File: src/hdl/seglcd_pkg.sv
// Shared types, constants and segment decode functions for the segment LCD driver.
`default_nettype none

package seglcd_pkg;

    localparam int NUM_COM = 4;
    localparam int NUM_SEG_PINS = 6;
    localparam int NUM_PINS = NUM_COM + NUM_SEG_PINS;

    // Configuration register indexes.
    localparam logic REG_REFRESH_PERIOD = 1'b0;
    localparam logic REG_COUNT_PERIOD   = 1'b1;

    localparam logic [7:0]  REFRESH_PERIOD_RST = 8'd30;
    localparam logic [15:0] COUNT_PERIOD_RST   = 16'd10000;
    localparam logic [NUM_PINS-1:0] PIN_LEVELS_RST = '1;

    // Symbol codes beyond the decimal digits.
    localparam logic [3:0] SYM_DEG_C = 4'd10;
    localparam logic [3:0] SYM_BLANK = 4'd11;

    typedef struct packed {
        logic [7:0]  refresh_period;
        logic [15:0] count_period;
    } cfg_t;

    typedef struct packed {
        logic valid;
        logic tick;
    } stage_t;

    // Lit segments of a symbol, one bit per segment code (A=10..F=15, G=9).
    function automatic logic [15:0] seg_lit(input logic [3:0] sym);
        logic [15:0] lit;
        unique case (sym)
            4'd0:      lit = 16'hFC00;
            4'd1:      lit = 16'h1800;
            4'd2:      lit = 16'h6E00;
            4'd3:      lit = 16'h3E00;
            4'd4:      lit = 16'h9A00;
            4'd5:      lit = 16'hB600;
            4'd6:      lit = 16'hF600;
            4'd7:      lit = 16'h1C00;
            4'd8:      lit = 16'hFE00;
            4'd9:      lit = 16'hBE00;
            SYM_DEG_C: lit = 16'h2400;
            default:   lit = 16'h0000;
        endcase
        return lit;
    endfunction

    // Glass map: digit position in the high nibble, segment code in the low nibble.
    function automatic logic [7:0] com_seg_code(input logic [1:0] com, input logic [2:0] pin);
        logic [7:0] code;
        unique case ({com, pin})
            {2'd0, 3'd0}: code = 8'h49;
            {2'd0, 3'd1}: code = 8'h1A;
            {2'd0, 3'd2}: code = 8'h4D;
            {2'd0, 3'd3}: code = 8'h2A;
            {2'd0, 3'd4}: code = 8'h4A;
            {2'd0, 3'd5}: code = 8'h3A;
            {2'd1, 3'd0}: code = 8'h1F;
            {2'd1, 3'd1}: code = 8'h1B;
            {2'd1, 3'd2}: code = 8'h2F;
            {2'd1, 3'd3}: code = 8'h2B;
            {2'd1, 3'd4}: code = 8'h3F;
            {2'd1, 3'd5}: code = 8'h3B;
            {2'd2, 3'd0}: code = 8'h19;
            {2'd2, 3'd1}: code = 8'h1C;
            {2'd2, 3'd2}: code = 8'h29;
            {2'd2, 3'd3}: code = 8'h2C;
            {2'd2, 3'd4}: code = 8'h39;
            {2'd2, 3'd5}: code = 8'h3C;
            {2'd3, 3'd0}: code = 8'h1E;
            {2'd3, 3'd1}: code = 8'h1D;
            {2'd3, 3'd2}: code = 8'h2E;
            {2'd3, 3'd3}: code = 8'h2D;
            {2'd3, 3'd4}: code = 8'h3E;
            {2'd3, 3'd5}: code = 8'h3D;
            default:      code = 8'h00;
        endcase
        return code;
    endfunction

    // Segment pin levels for one COM, showing three BCD digits and the degree-C symbol.
    function automatic logic [NUM_SEG_PINS-1:0] segment_pattern(
        input logic [1:0]  com,
        input logic [11:0] bcd
    );
        logic [NUM_SEG_PINS-1:0] pins;
        logic [7:0]  code;
        logic [3:0]  dig;
        logic [3:0]  seg;
        logic [3:0]  sym;
        logic [15:0] lit;
        pins = '0;
        for (int p = 0; p < NUM_SEG_PINS; p++) begin
            code = com_seg_code(com, 3'(p));
            dig  = code[7:4];
            seg  = code[3:0];
            unique case (dig)
                4'd1:    sym = bcd[11:8];
                4'd2:    sym = bcd[7:4];
                4'd3:    sym = bcd[3:0];
                4'd4:    sym = SYM_DEG_C;
                default: sym = SYM_BLANK;
            endcase
            lit = seg_lit(sym);
            pins[p] = lit[seg];
        end
        return pins;
    endfunction

endpackage

`default_nettype wire

File: src/hdl/seglcd_if.sv
// Handshake channel interfaces for ticks, results and configuration writes.
`default_nettype none

interface seglcd_tick_if;
    logic valid;
    logic ready;
    logic tick;
    modport source (output valid, output tick, input ready);
    modport sink (input valid, input tick, output ready);
endinterface

interface seglcd_result_if;
    logic       valid;
    logic       ready;
    logic [3:0] com_level;
    logic [5:0] seg_level;
    logic [3:0] com_float_mask;
    modport source (output valid, output com_level, output seg_level, output com_float_mask,
                    input ready);
    modport sink (input valid, input com_level, input seg_level, input com_float_mask,
                  output ready);
endinterface

interface seglcd_cfg_if;
    logic        valid;
    logic        ready;
    logic        index;
    logic [15:0] data;
    modport source (output valid, output index, output data, input ready);
    modport sink (input valid, input index, input data, output ready);
endinterface

`default_nettype wire

File: src/hdl/seglcd_cfg_regs.sv
// Configuration registers for the refresh and count periods.
`default_nettype none

module seglcd_cfg_regs (
    input  logic               clk,
    input  logic               rst_n,
    input  logic               wr_valid,
    output logic               wr_ready,
    input  logic               wr_index,
    input  logic [15:0]        wr_data,
    output seglcd_pkg::cfg_t   cfg
);
    import seglcd_pkg::*;

    cfg_t cfg_reg;
    cfg_t cfg_next;

    assign wr_ready = 1'b1;
    assign cfg = cfg_reg;

    always_comb
    begin
        cfg_next = cfg_reg;
        if (wr_valid)
        begin
            unique case (wr_index)
                REG_REFRESH_PERIOD: cfg_next.refresh_period = wr_data[7:0];
                REG_COUNT_PERIOD:   cfg_next.count_period = wr_data;
                default:            cfg_next = cfg_reg;
            endcase
        end
    end

    always_ff @(posedge clk or negedge rst_n)
    begin
        if (!rst_n)
        begin
            cfg_reg.refresh_period <= REFRESH_PERIOD_RST;
            cfg_reg.count_period   <= COUNT_PERIOD_RST;
        end
        else
        begin
            cfg_reg <= cfg_next;
        end
    end

endmodule

`default_nettype wire

File: src/hdl/seglcd_in_stage.sv
// Input register that holds one accepted tick item until the engine takes it.
`default_nettype none

module seglcd_in_stage (
    input  logic                clk,
    input  logic                rst_n,
    input  logic                in_valid,
    output logic                in_ready,
    input  logic                in_tick,
    input  logic                advance,
    output seglcd_pkg::stage_t  stage
);
    import seglcd_pkg::*;

    stage_t stage_reg;
    stage_t stage_next;
    logic   accept;

    assign in_ready = !stage_reg.valid || advance;
    assign accept   = in_valid && in_ready;
    assign stage    = stage_reg;

    always_comb
    begin
        stage_next = stage_reg;
        if (accept)
        begin
            stage_next.valid = 1'b1;
            stage_next.tick  = in_tick;
        end
        else if (advance)
        begin
            stage_next.valid = 1'b0;
        end
    end

    always_ff @(posedge clk or negedge rst_n)
    begin
        if (!rst_n)
        begin
            stage_reg <= '0;
        end
        else
        begin
            stage_reg <= stage_next;
        end
    end

    // A held item must not vanish before the engine takes it.
    assert property (@(posedge clk) disable iff (!rst_n)
        (stage_reg.valid && !advance) |=> stage_reg.valid)
        else $error("input item dropped while engine stalled");

endmodule

`default_nettype wire

File: src/hdl/seglcd_engine.sv
// Drive state update per tick; the state registers double as the result register.
`default_nettype none

module seglcd_engine (
    input  logic                clk,
    input  logic                rst_n,
    input  seglcd_pkg::cfg_t    cfg,
    input  seglcd_pkg::stage_t  stage,
    output logic                advance,
    output logic                out_valid,
    input  logic                out_ready,
    output logic [3:0]          com_level,
    output logic [5:0]          seg_level,
    output logic [3:0]          com_float_mask
);
    import seglcd_pkg::*;

    logic [7:0]          refresh_ticks_reg, refresh_ticks_next;
    logic [15:0]         count_ticks_reg, count_ticks_next;
    logic [1:0]          active_com_reg, active_com_next;
    logic [11:0]         bcd_reg, bcd_next;
    logic [NUM_PINS-1:0] pin_levels_reg, pin_levels_next;
    logic [NUM_COM-1:0]  float_mask_reg, float_mask_next;
    logic                out_valid_reg, out_valid_next;

    logic [7:0]  refresh_inc;
    logic [15:0] count_inc;
    logic [4:0]  ones_inc;
    logic [4:0]  tens_inc;
    logic [4:0]  hund_inc;
    logic [3:0]  ones_new;
    logic [3:0]  tens_new;
    logic [3:0]  hund_new;

    assign advance        = stage.valid && (!out_valid_reg || out_ready);
    assign out_valid      = out_valid_reg;
    assign com_level      = pin_levels_reg[NUM_COM-1:0];
    assign seg_level      = pin_levels_reg[NUM_PINS-1:NUM_COM];
    assign com_float_mask = float_mask_reg;

    // BCD increment, modulo 1000.
    always_comb
    begin
        ones_inc = {1'b0, bcd_reg[3:0]} + 5'd1;
        tens_inc = {1'b0, bcd_reg[7:4]};
        hund_inc = {1'b0, bcd_reg[11:8]};
        if (ones_inc > 5'd9)
        begin
            ones_inc = 5'd0;
            tens_inc = tens_inc + 5'd1;
        end
        if (tens_inc > 5'd9)
        begin
            tens_inc = 5'd0;
            hund_inc = hund_inc + 5'd1;
        end
        if (hund_inc > 5'd9)
        begin
            hund_inc = 5'd0;
        end
        ones_new = ones_inc[3:0];
        tens_new = tens_inc[3:0];
        hund_new = hund_inc[3:0];
    end

    always_comb
    begin
        refresh_ticks_next = refresh_ticks_reg;
        count_ticks_next   = count_ticks_reg;
        active_com_next    = active_com_reg;
        bcd_next           = bcd_reg;
        pin_levels_next    = pin_levels_reg;
        float_mask_next    = float_mask_reg;
        out_valid_next     = out_valid_reg;
        refresh_inc        = refresh_ticks_reg + 8'd1;
        count_inc          = count_ticks_reg + 16'd1;

        if (out_valid_reg && out_ready)
        begin
            out_valid_next = 1'b0;
        end

        if (advance)
        begin
            out_valid_next = 1'b1;
            if (stage.tick)
            begin
                refresh_ticks_next = refresh_inc;
                count_ticks_next   = count_inc;
                pin_levels_next    = ~pin_levels_reg;
                // A refresh shows the count from before any increment on the same tick.
                if (refresh_inc >= cfg.refresh_period)
                begin
                    refresh_ticks_next = '0;
                    active_com_next    = active_com_reg + 2'd1;
                    pin_levels_next    = {segment_pattern(active_com_reg + 2'd1, bcd_reg),
                                          {NUM_COM{1'b0}}};
                    float_mask_next    = ~(NUM_COM'(1) << (active_com_reg + 2'd1));
                end
                if (count_inc >= cfg.count_period)
                begin
                    count_ticks_next = '0;
                    bcd_next         = {hund_new, tens_new, ones_new};
                end
            end
        end
    end

    always_ff @(posedge clk or negedge rst_n)
    begin
        if (!rst_n)
        begin
            refresh_ticks_reg <= '0;
            count_ticks_reg   <= '0;
            active_com_reg    <= '0;
            bcd_reg           <= '0;
            pin_levels_reg    <= PIN_LEVELS_RST;
            float_mask_reg    <= '0;
            out_valid_reg     <= 1'b0;
        end
        else
        begin
            refresh_ticks_reg <= refresh_ticks_next;
            count_ticks_reg   <= count_ticks_next;
            active_com_reg    <= active_com_next;
            bcd_reg           <= bcd_next;
            pin_levels_reg    <= pin_levels_next;
            float_mask_reg    <= float_mask_next;
            out_valid_reg     <= out_valid_next;
        end
    end

    // Either every COM is driven (after reset) or exactly one is.
    assert property (@(posedge clk) disable iff (!rst_n)
        ($countones(float_mask_reg) == 0) || ($countones(float_mask_reg) == NUM_COM - 1))
        else $error("float mask leaves more than one COM driven");

    // Each digit of the count stays a decimal digit.
    assert property (@(posedge clk) disable iff (!rst_n)
        (bcd_reg[3:0] <= 4'd9) && (bcd_reg[7:4] <= 4'd9) && (bcd_reg[11:8] <= 4'd9))
        else $error("count left BCD range");

    // Drive levels change only when a new item is loaded.
    assert property (@(posedge clk) disable iff (!rst_n)
        !advance |=> ($stable(pin_levels_reg) && $stable(float_mask_reg)))
        else $error("pin levels changed without an item");

    // The driven COM follows the active COM after a refresh.
    assert property (@(posedge clk) disable iff (!rst_n)
        (float_mask_reg != '0) |-> !float_mask_reg[active_com_reg])
        else $error("active COM is floating");

endmodule

`default_nettype wire

File: src/hdl/segment_lcd_mux_driver.sv
// Top level of the multiplexed four-COM segment LCD driver.
// An accepted tick item is held in the input register and then loaded into the result register,
// from which its result item can be taken.
// Throughput: one tick item per cycle while result ready is high, set by the state update in the engine.
// While result ready is low the input register takes one more item, then input ready drops.
// Reset (rst_n low, asynchronous) restores default periods, count 000, COM1, all pins high.
`default_nettype none

module segment_lcd_mux_driver (
    input  logic              clk,
    input  logic              rst_n,
    seglcd_tick_if.sink       ticks,
    seglcd_result_if.source   results,
    seglcd_cfg_if.sink        cfg
);
    import seglcd_pkg::*;

    cfg_t   cfg_q;
    stage_t stage;
    logic   advance;

    seglcd_cfg_regs u_cfg_regs (
        .clk      (clk),
        .rst_n    (rst_n),
        .wr_valid (cfg.valid),
        .wr_ready (cfg.ready),
        .wr_index (cfg.index),
        .wr_data  (cfg.data),
        .cfg      (cfg_q)
    );

    seglcd_in_stage u_in_stage (
        .clk      (clk),
        .rst_n    (rst_n),
        .in_valid (ticks.valid),
        .in_ready (ticks.ready),
        .in_tick  (ticks.tick),
        .advance  (advance),
        .stage    (stage)
    );

    seglcd_engine u_engine (
        .clk            (clk),
        .rst_n          (rst_n),
        .cfg            (cfg_q),
        .stage          (stage),
        .advance        (advance),
        .out_valid      (results.valid),
        .out_ready      (results.ready),
        .com_level      (results.com_level),
        .seg_level      (results.seg_level),
        .com_float_mask (results.com_float_mask)
    );

endmodule

`default_nettype wire
File: src/flat_wrapper.sv
// flat-port wrapper written by rule: the top's interface ports become plain ports
module segment_lcd_mux_driver_flat import seglcd_pkg::*;
  (clk, rst_n, ticks_valid, ticks_tick, ticks_ready, results_valid, results_com_level, results_seg_level, results_com_float_mask, results_ready, cfg_valid, cfg_index, cfg_data, cfg_ready);
  seglcd_tick_if ticks_i ();
  seglcd_result_if results_i ();
  seglcd_cfg_if cfg_i ();
  input  logic clk;
  input  logic rst_n;
  input wire logic [$bits(ticks_i.valid)-1:0] ticks_valid;
  input wire logic [$bits(ticks_i.tick)-1:0] ticks_tick;
  output wire logic [$bits(ticks_i.ready)-1:0] ticks_ready;
  output wire logic [$bits(results_i.valid)-1:0] results_valid;
  output wire logic [$bits(results_i.com_level)-1:0] results_com_level;
  output wire logic [$bits(results_i.seg_level)-1:0] results_seg_level;
  output wire logic [$bits(results_i.com_float_mask)-1:0] results_com_float_mask;
  input wire logic [$bits(results_i.ready)-1:0] results_ready;
  input wire logic [$bits(cfg_i.valid)-1:0] cfg_valid;
  input wire logic [$bits(cfg_i.index)-1:0] cfg_index;
  input wire logic [$bits(cfg_i.data)-1:0] cfg_data;
  output wire logic [$bits(cfg_i.ready)-1:0] cfg_ready;
  assign ticks_i.valid = ticks_valid;
  assign ticks_i.tick = ticks_tick;
  assign ticks_ready = ticks_i.ready;
  assign results_valid = results_i.valid;
  assign results_com_level = results_i.com_level;
  assign results_seg_level = results_i.seg_level;
  assign results_com_float_mask = results_i.com_float_mask;
  assign results_i.ready = results_ready;
  assign cfg_i.valid = cfg_valid;
  assign cfg_i.index = cfg_index;
  assign cfg_i.data = cfg_data;
  assign cfg_ready = cfg_i.ready;
  segment_lcd_mux_driver u_core (.clk(clk), .rst_n(rst_n), .ticks(ticks_i), .results(results_i), .cfg(cfg_i));
endmodule
File: config.mk
export PLATFORM = sky130hd
export DESIGN_NAME = segment_lcd_mux_driver_flat
export DESIGN_NICKNAME = d
export VERILOG_FILES = /design/src/hdl/seglcd_pkg.sv /design/src/hdl/seglcd_if.sv /design/src/hdl/seglcd_cfg_regs.sv /design/src/hdl/seglcd_in_stage.sv /design/src/hdl/seglcd_engine.sv /design/src/hdl/segment_lcd_mux_driver.sv /design/src/flat_wrapper.sv
export SDC_FILE = /design/constraint.sdc
export NUM_CORES = 1
export LEC_CHECK = 0
export BUFFER_PORTS_ARGS = -buffer_cell sky130_fd_sc_hd__buf_2
export CELL_PAD_IN_SITES_DETAIL_PLACEMENT = 0
export CELL_PAD_IN_SITES_GLOBAL_PLACEMENT = 1
export CORE_MARGIN = 2
export CORE_UTILIZATION = 46
export DETAILED_ROUTE_END_ITERATION = 6
export GPL_TIMING_DRIVEN = 0
export HOLD_SLACK_MARGIN = 0.08
export PLACE_DENSITY = 0.91
export SYNTH_ARGS = -nofsm -noshare
export SYNTH_HDL_FRONTEND = slang
export SYNTH_SLANG_ARGS = --single-unit
File: constraint.sdc
create_clock -name clk -period 4.5 [get_ports clk]
set_input_delay 1.35 -clock clk [delete_from_list [all_inputs] [get_ports clk]]
set_output_delay 1.35 -clock clk [all_outputs]
set_load 0.005 [all_outputs]
After elaboration in Yosys (flattened, before gate mapping)
Memories as Yosys holds them, arrays and structs flattened.
Cells that the tools add are included.
{ "totals": {"word_cells": 170, "rom_bits": 672, "memories": 6, "out_inout_bits": 17, "regBits": 79} }
{ "memory_table": {"columns": ["memory", "words", "width", "rd", "rd_clocked_by_memory_dff", "write_ports", "line", "text"], "rows": [
  ["(name not given)", 16, 7, 1, 0, 0, "seglcd_pkg.sv:35", "unique case (sym)"],
  ["(name not given)", 16, 7, 1, 0, 0, "seglcd_pkg.sv:35", null],
  ["(name not given)", 16, 7, 1, 0, 0, "seglcd_pkg.sv:35", null],
  ["(name not given)", 16, 7, 1, 0, 0, "seglcd_pkg.sv:35", null],
  ["(name not given)", 16, 7, 1, 0, 0, "seglcd_pkg.sv:35", null],
  ["(name not given)", 16, 7, 1, 0, 0, "seglcd_pkg.sv:35", null]
]} }
{ "op_classes": {"n_eq_ne": 27, "n_shift": 1, "addsub": 6, "n_mux": 90, "bitwise_logic": 3, "reduce_logical": 15, "magnitude_cmp": 11} }
{ "ops": {"columns": ["cell", "n"], "rows": [
  ["16-bit two-way mux", 19],
  ["8-bit one-hot mux with 4 select lines", 6],
  ["8-bit two-way mux", 19],
  ["4-bit one-hot mux with 4 select lines", 6],
  ["4-bit two-way mux", 21],
  ["4-bit by 2-bit == test with 1-bit output, second input constant", 12],
  ["4-bit by 5-bit less-than comparator with 1-bit output, second input constant", 6],
  ["1-bit binary-select mux with 4-bit select", 6],
  ["4-bit by 1-bit == test with 1-bit output, second input constant", 6],
  ["4-bit by 3-bit == test with 1-bit output, second input constant", 6],
  ["16-bit by 1-bit adder with 16-bit output, second input constant", 1],
  ["16-bit >= comparator", 1],
  ["4-bit by 1-bit adder with 5-bit output, second input constant", 3],
  ["5-bit by 4-bit greater-than comparator with 1-bit output, second input constant", 3],
  ["1-bit two-way mux", 10],
  ["10-bit two-way mux", 1],
  ["5-bit two-way mux", 2],
  ["10-bit NOT", 1],
  ["8-bit by 1-bit adder with 8-bit output, second input constant", 1],
  ["8-bit >= comparator", 1],
  ["2-bit AND reduction", 3],
  ["3-bit AND reduction", 2],
  ["2-bit == test, second input constant", 2],
  ["4-bit NOT", 1],
  ["other kinds (9)", 14]
]} }

Longest topological paths before layout
An unclocked memory read counts as a cell.
{ "depth": {"ltp_word": 18, "ltp_mapped": 14} }

Cells and area by module
From an unflattened synthesis, not the netlist that was laid out.
{ "hier_totals": {"cells_unflattened": 630, "hier_area_um2": 5602.9} }
{ "modules_own_cells": {"columns": ["mod", "area_each_um2", "seq_area_each_um2", "cells_per_inst", "n_inst"], "rows": [
  ["seglcd_engine", 4589.4, 1338.8, 570, 1],
  ["seglcd_cfg_regs", 920.9, 611.8, 54, 1],
  ["seglcd_in_stage", 92.6, 50.0, 6, 1]
]} }

Worst setup path before layout
OpenSTA, ideal clock, no wires.
{ "synth_timing": {"path_kind": "reg2reg", "startpoint": "register u_core.u_engine.count_ticks_reg[2]", "endpoint": "register u_core.u_engine.bcd_reg[11]", "path_stages_with_launch": 15, "path_slack_ns": 1.262, "required_ns": 4.379, "arrival_ns": 3.117, "setup_time_ns": 0.121, "cell_sequence": "dfrtp_1 -> and3_1 -> and3_1 -> clkbuf_1 -> and3_1 -> and3_1 -> xor2_1 -> ha_1 -> a211oi_2 -> nor2_1 -> or3_4 -> a211oi_4 -> buf_6 -> o22ai_1 -> a22o_1"} }
{ "synth_via": {"elab_chain_len": 3} }
{ "synth_lines": {"columns": ["item", "line", "text"], "rows": [
  ["start: declaration", "seglcd_engine.sv:19", "logic [15:0] count_ticks_reg, count_ticks_next;"],
  ["start signal: assignment", "seglcd_engine.sv:124", "count_ticks_reg <= count_ticks_next;"],
  ["16-bit by 1-bit adder with 16-bit output", "seglcd_engine.sv:76", "count_inc = count_ticks_reg + 16'd1;"],
  ["16-bit >= comparator", "seglcd_engine.sv:100", "if (count_inc >= cfg.count_period)"],
  ["3-bit AND reduction (no line)", null, null],
  ["end signal: assignment", "seglcd_engine.sv:126", "bcd_reg <= bcd_next;"],
  ["end: declaration", "seglcd_engine.sv:21", "logic [11:0] bcd_reg, bcd_next;"]
]} }
Every way passes these cells.
A chain may end at the register's enable or synchronous reset.

Worst setup path in the final report
Ends and elaborated chain as after synthesis.

==> summary by stage <==
Floorplan
The die covers 0.0134 mm^2. The die width is 116 um. The number of top-level pins is 40.

The initial utilization of the core area, before any placement, comes to 0.476. The region available for standard cell placement spans 0.0121 mm^2. The number of core rows is 40.

The floorplan step set the die height to 116 um.

STA
Setup repair after global routing left no endpoint under its margin. Of the available clock period, the critical path in the final layout requires 0.821. The final hold violation count was 0. The worst clock skew is 10.4 ps. Setup violations remaining at the end of the flow were counted as 0. The transition time at the pin with the least slew margin is 767 ps. The number of max-slew violations in the final report was 0. The peak clock frequency supported by timing is 0.271 GHz. The minimum clock period is 3690 ps. The relative max-transition margin is 0.487. For the final routed database, the setup TNS stands at 0 ps.

Worst setup path
Along the worst path, the maximum fanout reaches 10. Traced cell by cell, the critical path runs through and3_1 -> and3_1 -> clkbuf_1 -> and3_1 -> and3_1 -> xor2_1 -> ha_1 -> nand4_1 -> nor3_1 -> or3_4 -> a211oi_4 -> buf_6 -> o22ai_1 -> a22o_1. Counting both buffers and inverters, the worst setup path holds a total of 2. For the worst setup path, the data arrival time is 3940 ps. The kind of cell adding the most delay to the critical path is simple AND/OR/NAND/NOR gates.

For this run, the slowest stage of the critical path takes 430 ps. STA classifies the critical path endpoint as a flop. The worst setup path is launched from a flop. The start-to-end type of the worst setup path is reg -> reg. Among all stages on the critical path, the largest delay is contributed by sky130_fd_sc_hd__dfrtp_1.

STA puts the critical path data required time at 4750 ps. The library cell appearing most often on the critical path is sky130_fd_sc_hd__and3_1.

Pwr
The sequential group share of total power is 0.359. The share of total power dissipated in the clock network is 0.257. In this run the power spent charging and discharging nets is 1.11 mW. IR analysis of the VDD net gives a maximum drop of 0.000363 V. The internal power of the cells totals 1.73 mW. The leakage component of the power is 2.95 nW.

The power share of the combinational group is 0.384. The switching power share of the total is 0.391. Dividing total power by cell area gives a power density of 437 mW/mm^2.

GRT
The first global-routing pass estimated 23500 um of wire. For met2 alone, demand over resource in global routing was 0.369. met2 is the most crowded layer.

For met3 alone, demand over resource in global routing was 0.0502. The overall overflow remaining after global route is 0. The overall global routing resource usage is 0.222. The maximum number of pins on one net before global-route repair is 64. The global routing met1 resource utilization is 0.287.

The via count of the first global-routing pass is 4828. The number of antenna violations at the first check in global routing is 0.

Route
Summed over all layers, the routed wires come to 14400 um. The number of remaining DRC errors is 2. The detailed-route vias per instance is 5.85. Dividing the detail-routed wire length by the instance count gives 16.6 um.

The count of nets left with antenna violations once routing finished came out at 0. The first-pass iteration count of the detailed router is 7. Across all layers, the routed design uses 5080 vias. The detailed router's first-iteration violation count is 370.

Synthesis
Counting flops with a built-in enable in the synthesized netlist gives 0. For this run, the register share of the synthesized area comes to 0.347. The net count after synthesis is 728. In the synthesized netlist the async set-or-reset flop fraction comes to 1.00.

The number of instances in the synthesized netlist is 645. The most used flip-flop cell after synthesis is sky130_fd_sc_hd__dfrtp_1. The synthesized netlist occupies a cell area of 0.00576 mm^2. The average cell area after synthesis is 8.94 um^2.

The number of warnings reported in the yosys synthesis log is 0. The post-synthesis cell type count is 72. In this run, synthesis produced a sequential element count of 79.

Job
Max-cap violations in this run came to 0.

Clock network
In this run the clock root is driven by a sky130_fd_sc_hd__clkbuf_16. TritonCTS built the clock tree. In this run, CTS created clock tree buffers numbering 9.

Buffers added to address setup during post-CTS repair amount to 0. Gates resized during post-CTS repair numbered 0. The H-tree was split into 3 levels.

The clock sink total is 79. Buffers inserted to repair hold after CTS numbered 0. The later pin in the worst-skew pair is clocked with a latency of 350 ps. In this run the deepest clock path goes through 2 buffers. The clock-pin slew on the worst setup and hold paths is 70 ps.

Run status
The flow ran to the end, but the final reports show violations. The checks that failed: design-rule violations.

Placement
The number of I/O port buffers is 38. The congestion estimate from routability-driven global placement came to 0.914. The placed wire-length estimate is 10600 um. The instance area at placement is 0.00619 mm^2.

Finish
The layout-stage area growth over the synthesis result is 12.5%. The register with the most flip-flops in the layout has 24 of them. The storage element area is 0.00200 mm^2. In the final design database the tool counted 778 nets.

The fraction of final layout cells with drive strength greater than 1 is 0.167. Once layout is done, the placed cells without fillers occupy 0.00649 mm^2. The area occupied by multi-input gates is 0.00343 mm^2. The filler cell count in the final layout is 1142. The number of antenna diodes is 0.

Worst hold path
The class of the tightest hold or removal check is reg -> reg.
logic make-up (layout without fill, tap and decap cells):
logic type / after synthesis / after routing / share of synthesized area
AO/OA/AOI/OAI: 182 / 182 / 0.217
adder cells (fa/ha/maj): 60 / 60 / 0.130
other: 1 / 1 / 0.000651
AND/OR/NAND/NOR: 194 / 194 / 0.166
XOR/XNOR: 22 / 22 / 0.0334
multiplexers: 25 / 25 / 0.0484
buffers and inverters: 82 / 137 / 0.0575
flip-flops: 79 / 79 / 0.347
stage by stage:
step	utilization	worst slack [ps]	cells	hold WS (ps)	total power [mW]
2_1_floorplan	-	1260	645	459	1.75
3_3_place_gp	0.509	890	851	471	2.05
3_5_place_dp	0.511	873	852	483	2.11
4_1_cts	0.536	832	868	493	2.84
5_1_grt	0.536	565	868	509	3.03
6_report	0.536	805	868	488	2.84
cells in the mapped netlist, drive strengths merged (10+ instances only):
| cell type | instances | area (um^2) |
|---|---|---|
| a211oi | 13 | 115 |
| a21oi | 27 | 135 |
| a22o | 10 | 87.6 |
| and3 | 11 | 68.8 |
| clkbuf | 25 | 93.8 |
| dfrtp | 60 | 1500 |
| dfstp | 19 | 499 |
| ha | 60 | 751 |
| inv | 48 | 180 |
| mux2 | 23 | 259 |
| nand2 | 66 | 248 |
| nand3 | 28 | 140 |
| nor2 | 28 | 113 |
| nor2b | 13 | 83.8 |
| nor3 | 17 | 90.1 |
| o21ai | 64 | 324 |
| xnor2 | 12 | 105 |
| xor2 | 10 | 87.6 |
placed cells by master (no fill, tap or decap), types with 3 or more instances in the layout:
| cell | n |
|---|---|
| sky130_fd_sc_hd__o2111ai_1 | 5 |
| sky130_fd_sc_hd__nor2b_1 | 12 |
| sky130_fd_sc_hd__o21ai_1 | 3 |
| sky130_fd_sc_hd__a31oi_1 | 3 |
| sky130_fd_sc_hd__mux2_2 | 23 |
| sky130_fd_sc_hd__o22ai_1 | 4 |
| sky130_fd_sc_hd__nand2b_1 | 8 |
| sky130_fd_sc_hd__clkbuf_16 | 9 |
| sky130_fd_sc_hd__dfstp_2 | 19 |
| sky130_fd_sc_hd__or4_1 | 5 |
| sky130_fd_sc_hd__xor2_1 | 10 |
| sky130_fd_sc_hd__clkbuf_1 | 25 |
| sky130_fd_sc_hd__nand4_1 | 4 |
| sky130_fd_sc_hd__and3_1 | 11 |
| sky130_fd_sc_hd__inv_1 | 48 |
| sky130_fd_sc_hd__xnor2_1 | 12 |
| sky130_fd_sc_hd__a21o_1 | 7 |
| sky130_fd_sc_hd__a211o_1 | 3 |
| sky130_fd_sc_hd__nand2_1 | 66 |
| sky130_fd_sc_hd__ha_1 | 60 |
| sky130_fd_sc_hd__a21oi_1 | 27 |
| sky130_fd_sc_hd__nor2_1 | 27 |
| sky130_fd_sc_hd__dfrtp_1 | 60 |
| sky130_fd_sc_hd__o21ai_0 | 60 |
| sky130_fd_sc_hd__o211ai_1 | 8 |
| sky130_fd_sc_hd__a32oi_1 | 3 |
| sky130_fd_sc_hd__or3_1 | 5 |
| sky130_fd_sc_hd__o32ai_1 | 3 |
| sky130_fd_sc_hd__nand3_1 | 28 |
| sky130_fd_sc_hd__buf_2 | 41 |
| sky130_fd_sc_hd__a211oi_1 | 11 |
| sky130_fd_sc_hd__nor3_1 | 16 |
| sky130_fd_sc_hd__o311ai_0 | 3 |
| sky130_fd_sc_hd__a22o_1 | 10 |
| sky130_fd_sc_hd__o221ai_1 | 4 |
per-layer routing:
layer,vias up,part of all wire,wire length [um]
li1,2431,-,-
met1,2501,0.46,6630
met2,132,0.48,6920
met3,16,0.040,581
met4,0,0.017,238
met5,-,0,0
power groups by stage:
| stage | clock [mW] | combinational (mW) | sequential (mW) |
|---|---|---|---|
| floorplan | 0 | 0.739 | 1.01 |
| global placement | 0 | 1.03 | 1.02 |
| detailed placement | 0 | 1.08 | 1.03 |
| CTS | 0.736 | 1.09 | 1.02 |
| global route | 0.771 | 1.22 | 1.04 |
| finish | 0.728 | 1.09 | 1.02 |
final cells by class:
| cell class | count | area share |
|---|---|---|
| multi-input cells | 484 | 0.529 |
| flip-flops and latches | 79 | 0.308 |
| clock buffers | 10 | 0.0368 |
| repair buffers | 39 | 0.0340 |
| well taps | 168 | 0.0324 |
| inverters | 49 | 0.0284 |
| plain buffers | 33 | 0.0228 |
| clock inverters | 6 | 0.00810 |
worst min-delay path: cells and delay by family (launching register included):
kind            cells  cell delay (ps)
simple gates        1               40
compound gates      1               70
flops               1              370
path summary, 6_finish.rpt:
check / cells after the start / slack (ps) / end / start
setup / recovery: 14 / 810 / u_core.u_engine.bcd_reg[11]$_DFFE_PN0P_ / u_core.u_engine.count_ticks_reg[2]$_DFFE_PN0P_
hold / removal: 2 / 490 / u_core.u_engine.pin_levels_reg[0]$_DFFE_PN1P_ / u_core.u_engine.pin_levels_reg[0]$_DFFE_PN1P_
setup reg to reg: 14 / 810 / u_core.u_engine.bcd_reg[11]$_DFFE_PN0P_ / u_core.u_engine.count_ticks_reg[2]$_DFFE_PN0P_
hold reg to reg: 2 / 490 / u_core.u_engine.pin_levels_reg[0]$_DFFE_PN1P_ / u_core.u_engine.pin_levels_reg[0]$_DFFE_PN1P_
max in group asynchronous: 2 / 2990 / u_core.u_engine.pin_levels_reg[6]$_DFFE_PN1P_ / rst_n
min in group asynchronous: 1 / 870 / u_core.u_engine.count_ticks_reg[13]$_DFFE_PN0P_ / rst_n
No activity file was read; power rests on OpenSTA's default activity.
